==> src/rtl/core/lfcb_pkg.sv <==
// Package for the LED fault code blinker: item and configuration types,
// register indexes, reset values and the fixed single-colour pattern tables.
// No dependencies; every other file of the block refers to it by scoped names.
`default_nettype none

package lfcb_pkg;

    // Number of error bits that the block tracks.
    localparam int ERROR_BITS = 8;
    localparam logic [7:0] ERR_MASK = 8'((1 << ERROR_BITS) - 1);

    // Configuration port geometry: 64-bit registers at 8-byte spacing.
    localparam int CFG_ADDR_W = 6;
    localparam int CFG_DATA_W = 64;

    // Register indexes.
    localparam logic [2:0] REG_DUAL_LED    = 3'd0;
    localparam logic [2:0] REG_EXCL_MASK   = 3'd1;
    localparam logic [2:0] REG_CODE_TABLE  = 3'd2;
    localparam logic [2:0] REG_CODE_BLINK  = 3'd3;
    localparam logic [2:0] REG_CODE_GAP    = 3'd4;
    localparam logic [2:0] REG_PAUSE       = 3'd5;

    // Register reset values.
    localparam logic [63:0] CODE_TABLE_RST = 64'h1817_1615_1413_1211;
    localparam logic [15:0] CODE_BLINK_RST = 16'd300;
    localparam logic [15:0] CODE_GAP_RST   = 16'd600;
    localparam logic [15:0] PAUSE_RST      = 16'd1000;

    // Input item kinds.
    localparam logic MODE_TICK  = 1'b0;
    localparam logic MODE_WRITE = 1'b1;

    typedef struct packed {
        logic       mode;
        logic [7:0] error_bits;
    } t_in_item;

    typedef struct packed {
        logic       led_a;
        logic       led_b;
        logic [2:0] shown_index;
        logic       pattern_done;
    } t_out_item;

    typedef struct packed {
        logic        dual_led;
        logic [7:0]  exclusive_mask;
        logic [63:0] code_table;
        logic [15:0] code_blink_ms;
        logic [15:0] code_gap_ms;
        logic [15:0] pattern_pause_ms;
    } t_cfg;

    // Number of toggles for each single-colour pattern id.
    function automatic logic [3:0] max_toggles(input logic [2:0] pid);
        logic [3:0] n;
        case (pid)
            3'd0:    n = 4'd0;
            3'd1:    n = 4'd2;
            3'd2:    n = 4'd4;
            3'd3:    n = 4'd0;
            3'd4:    n = 4'd8;
            3'd5:    n = 4'd4;
            default: n = 4'd0;
        endcase
        return n;
    endfunction

    // Pattern id assigned to each error bit.
    function automatic logic [2:0] bit_pat_id(input logic [2:0] idx);
        logic [2:0] p;
        case (idx)
            3'd0:    p = 3'd1;
            3'd1:    p = 3'd2;
            3'd2:    p = 3'd4;
            3'd3:    p = 3'd5;
            3'd4:    p = 3'd4;
            3'd5:    p = 3'd4;
            3'd6:    p = 3'd1;
            default: p = 3'd2;
        endcase
        return p;
    endfunction

    // Toggle interval in milliseconds for each error bit.
    function automatic logic [10:0] bit_pat_ms(input logic [2:0] idx);
        logic [10:0] ms;
        case (idx)
            3'd0:    ms = 11'd500;
            3'd1:    ms = 11'd150;
            3'd2:    ms = 11'd50;
            3'd3:    ms = 11'd2000;
            3'd4:    ms = 11'd50;
            3'd5:    ms = 11'd100;
            3'd6:    ms = 11'd1000;
            default: ms = 11'd250;
        endcase
        return ms;
    endfunction

endpackage

`default_nettype wire

==> src/rtl/core/led_fault_code_blinker.sv <==
// Top level of the LED fault code blinker: input register, update core,
// result register and configuration bank. Depends on lfcb_pkg, lfcb_cfg, lfcb_core.
//
//   channel  direction  handshake                         payload
//   input    in         i_in_valid / o_in_ready           i_item  (t_in_item)
//   result   out        o_out_valid / i_out_ready         o_item  (t_out_item)
//   config   in/out     psel penable pwrite / pready      paddr pwdata prdata
//
// Each item gives exactly one result item, via the input and then the result register.
// Unless stalled, one item is accepted per cycle; the state update is one core pass.
// Reset is synchronous and active low; it clears the blinker state and restores
// the register defaults. A stalled result holds in the result register while
// one more item waits in the input register; beyond that o_in_ready drops.
`default_nettype none

module led_fault_code_blinker (
    input  wire logic                            i_clk,
    input  wire logic                            i_rst_n,
    input  wire logic                            i_in_valid,
    output logic                                 o_in_ready,
    input  wire lfcb_pkg::t_in_item              i_item,
    output logic                                 o_out_valid,
    input  wire logic                            i_out_ready,
    output lfcb_pkg::t_out_item                  o_item,
    input  wire logic                            psel,
    input  wire logic                            penable,
    input  wire logic                            pwrite,
    input  wire logic [lfcb_pkg::CFG_ADDR_W-1:0] paddr,
    input  wire logic [lfcb_pkg::CFG_DATA_W-1:0] pwdata,
    output logic      [lfcb_pkg::CFG_DATA_W-1:0] prdata,
    output logic                                 pready
);

    logic                r_in_valid;
    lfcb_pkg::t_in_item  r_in_item;
    logic                r_out_valid;
    lfcb_pkg::t_out_item r_out_item;
    logic                w_step;
    lfcb_pkg::t_cfg      w_cfg;
    lfcb_pkg::t_out_item w_res;

    // The held item is processed whenever the result register can take its result.
    assign w_step     = r_in_valid && (!r_out_valid || i_out_ready);
    assign o_in_ready = !r_in_valid || w_step;

    always_ff @(posedge i_clk) begin
        if (!i_rst_n) begin
            r_in_valid <= 1'b0;
        end else if (o_in_ready) begin
            r_in_valid <= i_in_valid;
        end
    end

    always_ff @(posedge i_clk) begin
        if (o_in_ready && i_in_valid) begin
            r_in_item <= i_item;
        end
    end

    always_ff @(posedge i_clk) begin
        if (!i_rst_n) begin
            r_out_valid <= 1'b0;
        end else if (w_step) begin
            r_out_valid <= 1'b1;
        end else if (i_out_ready) begin
            r_out_valid <= 1'b0;
        end
    end

    always_ff @(posedge i_clk) begin
        if (w_step) begin
            r_out_item <= w_res;
        end
    end

    lfcb_cfg u_cfg (
        .i_clk   (i_clk),
        .i_rst_n (i_rst_n),
        .psel    (psel),
        .penable (penable),
        .pwrite  (pwrite),
        .paddr   (paddr),
        .pwdata  (pwdata),
        .prdata  (prdata),
        .pready  (pready),
        .o_cfg   (w_cfg)
    );

    lfcb_core u_core (
        .i_clk   (i_clk),
        .i_rst_n (i_rst_n),
        .i_cfg   (w_cfg),
        .i_step  (w_step),
        .i_item  (r_in_item),
        .o_item  (w_res)
    );

    assign o_out_valid = r_out_valid;
    assign o_item      = r_out_item;

    // Every processed item leaves a result in the result register.
    a_step_gives_result: assert property (@(posedge i_clk) disable iff (!i_rst_n)
        w_step |=> o_out_valid)
        else $error("processed item left no result");

    // With the result register empty, the input side never stalls.
    a_empty_out_ready: assert property (@(posedge i_clk) disable iff (!i_rst_n)
        !o_out_valid |-> o_in_ready)
        else $error("input stalled while result register empty");

    // A stalled result with an item already waiting holds the input side off.
    a_full_holds_off: assert property (@(posedge i_clk) disable iff (!i_rst_n)
        (o_out_valid && !i_out_ready && r_in_valid) |-> !o_in_ready)
        else $error("item accepted while both stages are full and stalled");

endmodule

`default_nettype wire

==> src/rtl/core/lfcb_cfg.sv <==
// Configuration register bank of the LED fault code blinker, behind an
// APB-style port with 64-bit data. Depends on lfcb_pkg.
`default_nettype none

module lfcb_cfg (
    input  wire logic                           i_clk,
    input  wire logic                           i_rst_n,
    input  wire logic                           psel,
    input  wire logic                           penable,
    input  wire logic                           pwrite,
    input  wire logic [lfcb_pkg::CFG_ADDR_W-1:0] paddr,
    input  wire logic [lfcb_pkg::CFG_DATA_W-1:0] pwdata,
    output logic      [lfcb_pkg::CFG_DATA_W-1:0] prdata,
    output logic                                pready,
    output lfcb_pkg::t_cfg                      o_cfg
);

    logic [2:0]     w_index;
    logic           w_write;
    lfcb_pkg::t_cfg r_cfg;

    // Registers sit at 8-byte spacing, so the low three address bits are ignored.
    assign w_index = paddr[lfcb_pkg::CFG_ADDR_W-1:3];
    assign w_write = psel && penable && pwrite;
    assign pready  = 1'b1;

    always_ff @(posedge i_clk) begin
        if (!i_rst_n) begin
            r_cfg.dual_led         <= 1'b0;
            r_cfg.exclusive_mask   <= 8'd0;
            r_cfg.code_table       <= lfcb_pkg::CODE_TABLE_RST;
            r_cfg.code_blink_ms    <= lfcb_pkg::CODE_BLINK_RST;
            r_cfg.code_gap_ms      <= lfcb_pkg::CODE_GAP_RST;
            r_cfg.pattern_pause_ms <= lfcb_pkg::PAUSE_RST;
        end else if (w_write) begin
            case (w_index)
                lfcb_pkg::REG_DUAL_LED:   r_cfg.dual_led         <= pwdata[0];
                lfcb_pkg::REG_EXCL_MASK:  r_cfg.exclusive_mask   <= pwdata[7:0];
                lfcb_pkg::REG_CODE_TABLE: r_cfg.code_table       <= pwdata;
                lfcb_pkg::REG_CODE_BLINK: r_cfg.code_blink_ms    <= pwdata[15:0];
                lfcb_pkg::REG_CODE_GAP:   r_cfg.code_gap_ms      <= pwdata[15:0];
                lfcb_pkg::REG_PAUSE:      r_cfg.pattern_pause_ms <= pwdata[15:0];
                default: ;
            endcase
        end
    end

    always_comb begin
        case (w_index)
            lfcb_pkg::REG_DUAL_LED:   prdata = {63'd0, r_cfg.dual_led};
            lfcb_pkg::REG_EXCL_MASK:  prdata = {56'd0, r_cfg.exclusive_mask};
            lfcb_pkg::REG_CODE_TABLE: prdata = r_cfg.code_table;
            lfcb_pkg::REG_CODE_BLINK: prdata = {48'd0, r_cfg.code_blink_ms};
            lfcb_pkg::REG_CODE_GAP:   prdata = {48'd0, r_cfg.code_gap_ms};
            lfcb_pkg::REG_PAUSE:      prdata = {48'd0, r_cfg.pattern_pause_ms};
            default:                  prdata = '0;
        endcase
    end

    assign o_cfg = r_cfg;

endmodule

`default_nettype wire

==> src/rtl/core/lfcb_core.sv <==
// Blinker state and the single-pass update that one item applies to it.
// The result is combinational; the top level registers it. Depends on lfcb_pkg.
`default_nettype none

module lfcb_core (
    input  wire logic               i_clk,
    input  wire logic               i_rst_n,
    input  wire lfcb_pkg::t_cfg     i_cfg,
    input  wire logic               i_step,
    input  wire lfcb_pkg::t_in_item i_item,
    output lfcb_pkg::t_out_item     o_item
);

    // Code phases; the unused code behaves as blink B.
    localparam logic [1:0] PH_A   = 2'd0;
    localparam logic [1:0] PH_GAP = 2'd1;
    localparam logic [1:0] PH_B   = 2'd2;

    // Status flag bit positions.
    localparam int FLG_LED   = 0;
    localparam int FLG_FIRST = 1;
    localparam int FLG_DONE  = 2;

    typedef struct packed {
        logic [31:0] tnow;
        logic [31:0] last;
        logic [31:0] pause;
        logic [7:0]  act;
        logic [2:0]  cur;
        logic [3:0]  fc;
        logic [2:0]  pid;
        logic [10:0] ti;
        logic [1:0]  phase;
        logic [2:0]  flags;
        logic        la;
        logic        lb;
    } t_st;

    t_st        r_st;
    t_st        n_st;
    logic [3:0] w_excl;
    logic [3:0] w_nxt;

    function automatic t_st f_leds(input t_st s, input logic a, input logic b,
                                   input logic two);
        s.flags[FLG_LED] = a;
        s.la = a;
        if (two) begin
            s.lb = b;
        end
        return s;
    endfunction

    function automatic t_st f_start(input t_st s, input logic [2:0] idx,
                                    input logic two);
        if (s.act[idx]) begin
            if (two) begin
                s.phase = PH_A;
                s.fc = 4'd0;
                s.flags[FLG_LED] = 1'b0;
                s.last = s.tnow;
                s = f_leds(s, 1'b0, 1'b0, two);
            end else begin
                s.pid = lfcb_pkg::bit_pat_id(idx);
                s.ti  = lfcb_pkg::bit_pat_ms(idx);
                s.fc  = 4'd0;
                s.flags[FLG_DONE] = 1'b0;
            end
        end
        return s;
    endfunction

    // Lowest active bit that is also marked exclusive; bit 3 flags a hit.
    function automatic logic [3:0] f_excl(input logic [7:0] act, input logic [7:0] mask);
        logic [3:0] r;
        r = 4'd0;
        for (int i = lfcb_pkg::ERROR_BITS - 1; i >= 0; i--) begin
            if (act[i] && mask[i]) begin
                r = {1'b1, 3'(i)};
            end
        end
        return r;
    endfunction

    // Next active bit after cur, wrapping round to cur itself last.
    function automatic logic [3:0] f_next(input logic [7:0] act, input logic [2:0] cur);
        logic [3:0] r;
        logic [2:0] idx;
        r = 4'd0;
        for (int k = 1; k <= lfcb_pkg::ERROR_BITS; k++) begin
            idx = cur + 3'(k);
            if (!r[3] && act[idx]) begin
                r = {1'b1, idx};
            end
        end
        return r;
    endfunction

    function automatic t_st f_end_phase(input t_st s);
        if (s.phase == PH_A) begin
            s.la = 1'b0;
        end else begin
            s.lb = 1'b0;
        end
        s.fc = 4'd0;
        s.last = s.tnow;
        if (s.phase == PH_A) begin
            s.phase = PH_GAP;
        end else begin
            s.flags[FLG_DONE] = 1'b1;
            s.pause = s.tnow;
        end
        return s;
    endfunction

    function automatic t_st f_adv_code(input t_st s, input lfcb_pkg::t_cfg cfg);
        logic [7:0] raw;
        logic [3:0] target;
        logic       ls;
        raw = cfg.code_table[{s.cur, 3'b000} +: 8];
        target = (s.phase == PH_A) ? raw[7:4] : raw[3:0];
        if (s.phase == PH_GAP) begin
            if ((s.tnow - s.last) >= {16'd0, cfg.code_gap_ms}) begin
                s.last = s.tnow;
                s.fc = 4'd0;
                s.phase = PH_B;
            end
        end else if (target == 4'd0) begin
            s = f_end_phase(s);
        end else begin
            if ((s.tnow - s.last) >= {16'd0, cfg.code_blink_ms}) begin
                s.last = s.tnow;
                s.flags[FLG_LED] = ~s.flags[FLG_LED];
                ls = s.flags[FLG_LED];
                if (s.phase == PH_A) begin
                    s.la = ls;
                end else begin
                    s.lb = ls;
                end
                if (!ls) begin
                    s.fc = s.fc + 4'd1;
                end
            end
            if (s.fc >= target) begin
                s = f_end_phase(s);
            end
        end
        return s;
    endfunction

    function automatic t_st f_adv_pat(input t_st s, input lfcb_pkg::t_cfg cfg);
        logic [3:0] maxf;
        maxf = lfcb_pkg::max_toggles(s.pid);
        if (cfg.dual_led) begin
            s = f_adv_code(s, cfg);
        end else begin
            if (s.fc < maxf && (s.tnow - s.last) >= {21'd0, s.ti}) begin
                s.last = s.tnow;
                s.flags[FLG_LED] = ~s.flags[FLG_LED];
                s.la = s.flags[FLG_LED];
                s.fc = s.fc + 4'd1;
            end
            if (s.fc >= maxf) begin
                s = f_leds(s, 1'b0, 1'b0, cfg.dual_led);
                s.flags[FLG_DONE] = 1'b1;
                s.pause = s.tnow;
            end
        end
        return s;
    endfunction

    always_comb begin
        n_st   = r_st;
        w_excl = 4'd0;
        w_nxt  = 4'd0;
        if (i_item.mode == lfcb_pkg::MODE_WRITE) begin
            n_st.act = i_item.error_bits & lfcb_pkg::ERR_MASK;
            n_st = f_start(n_st, n_st.cur, i_cfg.dual_led);
        end else begin
            n_st.tnow = r_st.tnow + 32'd1;
            w_excl = f_excl(n_st.act, i_cfg.exclusive_mask);
            // An exclusive error takes over at once from whatever is shown.
            if (w_excl[3] && w_excl[2:0] != n_st.cur) begin
                n_st.cur = w_excl[2:0];
                n_st.flags[FLG_FIRST] = 1'b0;
                n_st.flags[FLG_DONE]  = 1'b0;
                n_st.fc = 4'd0;
                n_st = f_leds(n_st, 1'b0, 1'b0, i_cfg.dual_led);
            end
            // End of the pause: move on to the next error to show.
            if (n_st.flags[FLG_DONE] &&
                (n_st.tnow - n_st.pause) >= {16'd0, i_cfg.pattern_pause_ms}) begin
                n_st.pause = n_st.tnow;
                n_st = f_leds(n_st, 1'b0, 1'b0, i_cfg.dual_led);
                n_st.flags[FLG_DONE] = 1'b0;
                n_st.fc = 4'd0;
                w_nxt = w_excl[3] ? w_excl : f_next(n_st.act, n_st.cur);
                if (w_nxt[3]) begin
                    n_st.cur = w_nxt[2:0];
                    n_st.flags[FLG_FIRST] = 1'b0;
                    n_st = f_start(n_st, n_st.cur, i_cfg.dual_led);
                end else begin
                    n_st.cur = 3'd0;
                    n_st = f_leds(n_st, 1'b0, 1'b0, i_cfg.dual_led);
                end
            end
            if (!n_st.flags[FLG_DONE]) begin
                if (n_st.act[n_st.cur]) begin
                    if (!n_st.flags[FLG_FIRST]) begin
                        n_st.flags[FLG_FIRST] = 1'b1;
                        n_st = f_start(n_st, n_st.cur, i_cfg.dual_led);
                    end
                    n_st = f_adv_pat(n_st, i_cfg);
                end else begin
                    w_nxt = w_excl[3] ? w_excl : f_next(n_st.act, n_st.cur);
                    if (w_nxt[3]) begin
                        n_st.cur = w_nxt[2:0];
                        n_st.flags[FLG_FIRST] = 1'b0;
                    end else begin
                        n_st.cur = 3'd0;
                        n_st = f_leds(n_st, 1'b0, 1'b0, i_cfg.dual_led);
                    end
                end
            end
        end
    end

    always_ff @(posedge i_clk) begin
        if (!i_rst_n) begin
            r_st <= '0;
        end else if (i_step) begin
            r_st <= n_st;
        end
    end

    assign o_item.led_a        = n_st.la;
    assign o_item.led_b        = n_st.lb;
    assign o_item.shown_index  = n_st.cur;
    assign o_item.pattern_done = n_st.flags[FLG_DONE];

endmodule

`default_nettype wire

==> config.mk <==
export PLATFORM = sky130hd
export DESIGN_NAME = led_fault_code_blinker
export DESIGN_NICKNAME = d
export VERILOG_FILES = /design/src/rtl/core/lfcb_pkg.sv /design/src/rtl/core/led_fault_code_blinker.sv /design/src/rtl/core/lfcb_cfg.sv /design/src/rtl/core/lfcb_core.sv
export SDC_FILE = /design/constraint.sdc
export NUM_CORES = 1
export LEC_CHECK = 0
export ABC_CLOCK_PERIOD_IN_PS = 17100
export CAP_MARGIN = 15
export CORE_MARGIN = 1
export CORE_UTILIZATION = 35
export CTS_BUF_LIST = sky130_fd_sc_hd__clkbuf_8 sky130_fd_sc_hd__clkbuf_16
export DETAILED_ROUTE_END_ITERATION = 8
export DONT_BUFFER_PORTS = 1
export SYNTH_ARGS = -nofsm -noshare
export SYNTH_HDL_FRONTEND = slang
export SYNTH_HIERARCHICAL = 1
export SYNTH_SLANG_ARGS = --single-unit
export TNS_END_PERCENT = 30
==> constraint.sdc <==
create_clock -name i_clk -period 17.1 [get_ports i_clk]
set_clock_uncertainty 0.1 [all_clocks]
set_input_delay 3.42 -clock i_clk [delete_from_list [all_inputs] [get_ports i_clk]]
set_output_delay 3.42 -clock i_clk [all_outputs]
set_load 0.02 [all_outputs]
==> results by group, run 1 <==
Synthesis
  • Yosys cell types: 115
  • YS warnings: 6
  • Yosys reg bits: 270
  • Top_reg_cell synth: dfxtp_1
  • Number of synthesized flops with an enable pin: 15
  • Avg Cell Area, Syn: 7.69 µm²
  • Sequential cell area fraction in the yosys report: 0.234
  • Post-synthesis instance total: 3085
  • Post-synthesis cell area: 23700 µm²
  • Asr flop ratio synth: 0
  • Syn Nets: 3317

Layout
  • Finished Core Util: 0.382
  • Share of layout cells above drive strength 1: 0.0762
  • Fin cells: 3890
  • Inserted Diodes: 0
  • Most frequent cells in the layout: nand2_1, a21oi_1, dfxtp_1
  • Nets: 3220
  • P&R area growth vs syn: 8.20%
  • Most common cell after layout, fill and taps aside: nand2_1

Power and ir drop
  • VDD IR max: 67.0 µV
  • Gate power share: 0.265
  • Total power: 1.99 mW
  • LEAKAGE: 10.1 nW
  • Psw: 0.682 mW
  • Clock network power share: 0.400
  • Sequential group share of total power: 0.335
  • Pint: 1.31 mW
  • Sw Ratio: 0.343
  • PD cells: 77.4 nW/µm²

Global routing
  • Total track usage: 0.227
  • First-pass GRT wire length: 126 mm
  • Initial antenna violation count: 0
  • Largest net degree at the start of global routing: 259
  • Overflow left after global routing: 0
  • Vias in the first global route: 21100

Timing
  • RSZ-0062 raised after global routing: false
  • Peak Freq: 65.2 MHz
  • Fin crit period: 15.33 ns
  • Final setup TNS: 0 ns
  • Max Slew Vio Count: 0
  • Crit share post-route: 0.897
  • Setup Viol. Count Final: 0
  • Worst Tran Pin Value: 1.12 ns
  • Hold Vio Cnt, Final: 0
  • Final setup margin: 1.77 ns
  • Max transition margin: 0.256

Detailed routing
  • Met2 WL: 35.0 mm
  • Initial DRT Pass Iterations: 6
  • Drt initial violations: 2141
  • Via/cell ratio: 5.90
  • DRC: 0
  • Met1 WL: 37.4 mm
  • Metal3 WL: 6.30 mm
  • Detailed Route WL: 81.0 mm
  • Routed via count: 22900
  • Highest metal used: met4
  • Final antenna-violating net count: 0
  • WL/cell: 20.8 µm

CTS
  • Clk Latency, worst-skew pair: 0.59 ns
  • CTS Sinks: 270
  • Worst-path clk slew: 0.06 ns
  • Worst-case clock buffer depth: 3
  • Num CTS Buffers: 37
  • Clk root buf: clkbuf_16
  • CTS tree: done
  • Hold Buf Count CTS: 0
  • Htree depth: 2
  • Post-CTS setup buffer count: 0
  • Post_cts resized: 0

Worst setup path
  • CP peak stage delay: 0.74 ns
  • CP most frequent cell: and3_1
  • Setup Crit Path Kind: reg2reg
  • Worst-path maximum fanout: 26
  • Crit path DAT: 15.72 ns
  • Worst setup EP type: flop
  • WP data required: 17.49 ns
  • Startpoint Class: flop
  • Reg-to-reg critical path startpoint: u_core/r_st[101]
  • Crit path from: u_core/r_st[101]
  • Slowest-stage cell, CP: nor4_1

Die
  • Placement Rows: 95
  • Initial core utilization: 0.353
  • Ports: 159
  • Die Ht: 262 µm
  • CORE AREA: 67200 µm²
  • Die area: 68900 µm²
  • Die Span X: 262 µm

Worst hold path
  • Worst hold path class: reg2reg
  • Hold Path Origin: u_core/r_st[7]

Placement
  • Placed cells: 3821
  • Routability cong.: 0.943
  • Dpl hpwl: 59.0 mm
  • # port buffers: 0
  • Post-Place Worst Slack: 2.00 ns

Outcome
  • Status: finished clean

Job
  • Max cap viols: 0
[sequential cells by signal, summed over array words and instances, names as in the netlist]
register	flops
u_cfg/o_cfg	121
o_item	6
u_core/r_st	132
o_out_valid	1
r_in_item	9
r_in_valid	1
[final timing paths]
check	to	slack, ns	cells after the start
worst min register to register	u_core/r_st[7]	0.33	2
worst max-delay path	u_core/r_st[75]	1.77	54
worst min-delay path	u_core/r_st[7]	0.33	2
worst max register to register	u_core/r_st[75]	1.77	54
[final cells by class]
type | instances | area, µm²
Clock buffer | 47 | 1060
Clock inverter | 21 | 200
Fill cell | 6858 | 41500
Inverter | 146 | 556
Multi-Input combinational cell | 2467 | 16700
Sequential cell | 270 | 5560
Tap cell | 873 | 1090
Timing Repair Buffer | 66 | 495
[cells by family (layout without fill, tap and decap cells)]
| family | Yosys count | in the layout | share of synthesized area |
|---|---|---|---|
| adder cells (fa/ha/maj) | 146 | 146 | 0.0776 |
| flip-flops | 270 | 270 | 0.234 |
| AND/OR/NAND/NOR | 1082 | 1082 | 0.220 |
| AO/OA/AOI/OAI | 894 | 894 | 0.259 |
| XOR/XNOR | 116 | 116 | 0.0434 |
| other | 1 | 1 | 0.000158 |
| buffers and inverters | 348 | 280 | 0.0633 |
| multiplexers | 228 | 228 | 0.102 |
[worst max-delay path, delay by kind of cell (launching register included)]
family | cells | cell delay [ns]
and+or+nand+nor | 23 | 5.93
xor gates and xnor gates | 1 | 0.19
muxes | 2 | 0.72
AOI/OAI and AO/OA | 19 | 5.41
DFF | 1 | 0.42
buffers and inverters | 5 | 1.17
adders and majority gates | 4 | 1.26
[layer usage]
| metal | vias to the layer above | global-route usage |
|---|---|---|
| met5 | - | 0 |
| met4 | 0 | 0.0671 |
| met3 | 115 | 0.0346 |
| met2 | 887 | 0.344 |
| met1 | 10900 | 0.330 |
| li1 | 11100 | - |
[power by group through the flow]
stage               registers [mW]  logic [mW]  clock network, mW
floorplan                    0.672       0.405                  0
global placement             0.679       0.511                  0
detailed placement           0.679       0.515                  0
CTS                          0.666       0.517              0.813
global route                 0.668       0.576              0.838
finish                       0.666       0.527              0.795
[cells in the mapped netlist (9+ instances only)]
master,n,area share
a2111oi_0,16,0.0059
a211oi_1,45,0.014
a211oi_2,19,0.010
a21o_1,36,0.011
a21oi_1,259,0.055
a221oi_1,22,0.0081
a22o_1,11,0.0041
a22oi_1,10,0.0032
a31oi_1,54,0.014
and2_1,64,0.017
and3_1,30,0.0079
buf_1,9,0.0014
buf_2,25,0.0053
buf_4,20,0.0063
buf_6,11,0.0052
clkbuf_1,137,0.022
dfxtp_1,255,0.22
edfxtp_1,15,0.019
ha_1,144,0.076
inv_1,142,0.022
mux2_2,9,0.0043
mux2i_1,207,0.087
mux4_2,10,0.0095
nand2_1,385,0.061
nand2b_1,35,0.0092
nand3_1,82,0.017
nand4_1,27,0.0071
nor2_1,234,0.037
nor2b_1,69,0.018
nor3_1,43,0.0091
nor4_1,23,0.0061
o2111ai_1,11,0.0041
o211ai_1,36,0.011
o21a_1,27,0.0085
o21ai_0,141,0.030
o221ai_1,12,0.0044
o22ai_1,13,0.0034
o31ai_1,20,0.0063
o41ai_1,28,0.010
or3_1,38,0.010
xnor2_1,66,0.024
xor2_1,49,0.018
[metrics by stage]
stage	area (µm²)	hold slack, ns
2_1_floorplan	23700	0.307
3_3_place_gp	24400	0.320
3_5_place_dp	24400	0.320
5_1_grt	25700	0.362
4_1_cts	25700	0.330
6_report	25700	0.331
(Power assumes the default switching activity.)
==> inputs of run 2 (changes only) <==
--- a/config.mk
+++ b/config.mk
@@ -12,6 +12,7 @@
 export CTS_BUF_LIST = sky130_fd_sc_hd__clkbuf_8 sky130_fd_sc_hd__clkbuf_16
 export DETAILED_ROUTE_END_ITERATION = 8
 export DONT_BUFFER_PORTS = 1
+export REMOVE_ABC_BUFFERS = 1
 export SYNTH_ARGS = -nofsm -noshare
 export SYNTH_HDL_FRONTEND = slang
 export SYNTH_HIERARCHICAL = 1
==> run 2 against run 1 <==
Die area did not move. Register-to-register slack got worse by 0.87 ns. Largest cell class unchanged. Highest routed layer unchanged. Largest power group unchanged. Wire length decreased by 1.2%. Power fell by 2.1%. Worst setup slack worse by 0.87 ns. Cell count is essentially flat.
==> results by group, run 2 (synthesis gave the netlist of run 1 again) <==
Outcome
  • Status: finished clean

Layout
  • Inserted Diodes: 0
  • Most common cell after layout, fill and taps aside: nand2_1
  • Most frequent cells in the layout: nand2_1, a21oi_1, dfxtp_1
  • Finished Core Util: 0.381
  • P&R area growth vs syn: 7.84%
  • Share of layout cells above drive strength 1: 0.0769
  • Nets: 3222
  • Max reg flops: 132
  • Largest Register: u_core/r_st

Power and ir drop
  • Psw: 0.674 mW
  • Clock network power share: 0.386
  • Pint: 1.27 mW
  • VDD IR max: 58.0 µV
  • Total power: 1.95 mW
  • Sw Ratio: 0.347
  • PD cells: 76.0 nW/µm²
  • LEAKAGE: 10.1 nW
  • Gate power share: 0.273
  • Sequential group share of total power: 0.341

CTS
  • Num CTS Buffers: 36
  • Post-CTS setup buffer count: 0
  • Clk Latency, worst-skew pair: 0.58 ns
  • Clk root buf: clkbuf_16
  • CTS tree: done
  • Hold Buf Count CTS: 0
  • Htree depth: 2
  • CTS Sinks: 270
  • Post_cts resized: 0
  • Worst-case clock buffer depth: 3
  • Worst-path clk slew: 0.06 ns

Die
  • Placement Rows: 95
  • Initial core utilization: 0.353
  • Die area: 68900 µm²
  • Ports: 159
  • Die Span X: 262 µm
  • CORE AREA: 67200 µm²
  • Die Ht: 262 µm

Timing
  • Final setup margin: 0.895 ns
  • Worst Tran Pin Value: 1.11 ns
  • Hold Vio Cnt, Final: 0
  • Fin crit period: 16.21 ns
  • Max Slew Vio Count: 0
  • Final setup TNS: 0 ns
  • Crit share post-route: 0.948
  • RSZ-0062 raised after global routing: false
  • Peak Freq: 61.7 MHz
  • Hold slack: 0.332 ns
  • Max transition margin: 0.260
  • Setup Viol. Count Final: 0

Worst setup path
  • Slowest-stage cell, CP: a31oi_1
  • Reg-to-reg critical path startpoint: u_core/r_st[100]
  • Crit path DAT: 16.59 ns
  • WP data required: 17.49 ns
  • Worst-path maximum fanout: 23
  • CP most frequent cell: and3_1
  • Critical register-to-register path endpoint: u_core/r_st[76]
  • Setup Crit Path Kind: reg2reg
  • Startpoint Class: flop
  • Reg2Reg Depth: 52
  • Worst R2R Setup Slack: 0.89 ns
  • Worst setup EP type: flop
  • CP peak stage delay: 0.85 ns

Detailed routing
  • Drt initial violations: 2380
  • DRC: 0
  • Via/cell ratio: 5.95
  • Final antenna-violating net count: 0
  • WL/cell: 20.6 µm
  • Initial DRT Pass Iterations: 6
  • Routed via count: 23100
  • Detailed Route WL: 80.1 mm

Worst hold path
  • Worst hold path class: reg2reg
  • Hold Crit Depth: 2
  • Hold Path Origin: u_core/r_st[7]
  • Min-Delay Endpoint: u_core/r_st[7]

Placement
  • Dpl hpwl: 56.6 mm
  • Routability cong.: 0.921
  • # port buffers: 0
  • Post-Place Worst Slack: 1.33 ns

Global routing
  • Total track usage: 0.224
  • Largest net degree at the start of global routing: 259
  • First-pass GRT wire length: 125 mm
  • Initial antenna violation count: 0
  • Vias in the first global route: 21400
  • Overflow left after global routing: 0

Job
  • Max cap viols: 0
## run 2: changes by cell type in the layout (fill, tap and decap cells not counted), sizes merged
cell / previous run / this run
clkbuf: 47 / 41
clkinv: 11 / 8
inv: 155 / 157
clkinvlp: 0 / 2
buf: 66 / 69
## run 2: how the worst max path moves through the flow
stage	cells after the start	end	startpoint	slack, ns
floorplan	50	u_core/r_st[39]	u_core/r_st[100]	3.68
global placement	52	u_core/r_st[76]	u_core/r_st[100]	1.34
detailed placement	53	u_core/r_st[76]	u_core/r_st[100]	1.33
CTS	52	u_core/r_st[76]	u_core/r_st[100]	1.29
global route	55	u_core/r_st[76]	u_core/r_st[100]	0.06
finish	52	u_core/r_st[76]	u_core/r_st[100]	0.89
## run 2: routing by layer
metal	track usage	share of wire	vias to the layer above
li1	-	-	11100
met5	0	0	-
met2	0.351	0.44	819
met1	0.315	0.46	11100
met3	0.0314	0.069	121
met4	0.0688	0.025	0
## run 2: through the flow
stage	area, µm²	std cells
finish	25600	3888
global route	25600	3888
CTS	25600	3888
detailed placement	24500	3825
global placement	24500	3825
floorplan	22800	2883
## run 2: power groups by stage
stage | clock, mW | combinational (mW) | sequential (mW)
finish | 0.751 | 0.531 | 0.664
global route | 0.788 | 0.579 | 0.665
CTS | 0.765 | 0.522 | 0.663
detailed placement | 0 | 0.519 | 0.677
global placement | 0 | 0.517 | 0.677
floorplan | 0 | 0.376 | 0.676
## run 2: layout make-up
class,instances,area [µm²]
fill,6996,41600
multi-input combinational,2467,16700
sequential,270,5560
tap,873,1090
clock buffer,41,970
inverter,146,556
timing repair buffer,69,531
clock inverter,22,174
## run 2: worst max-delay path: cells and delay by family (launching register included)
| kind | cells | cell delay, ns |
|---|---|---|
| multiplexers | 2 | 0.48 |
| AND/OR/NAND/NOR | 26 | 7.38 |
| AO/OA/AOI/OAI | 14 | 4.84 |
| flip-flops | 1 | 0.57 |
| XOR/XNOR | 1 | 0.23 |
| buffers and inverters | 5 | 1.25 |
| adder cells (fa/ha/maj) | 4 | 1.19 |
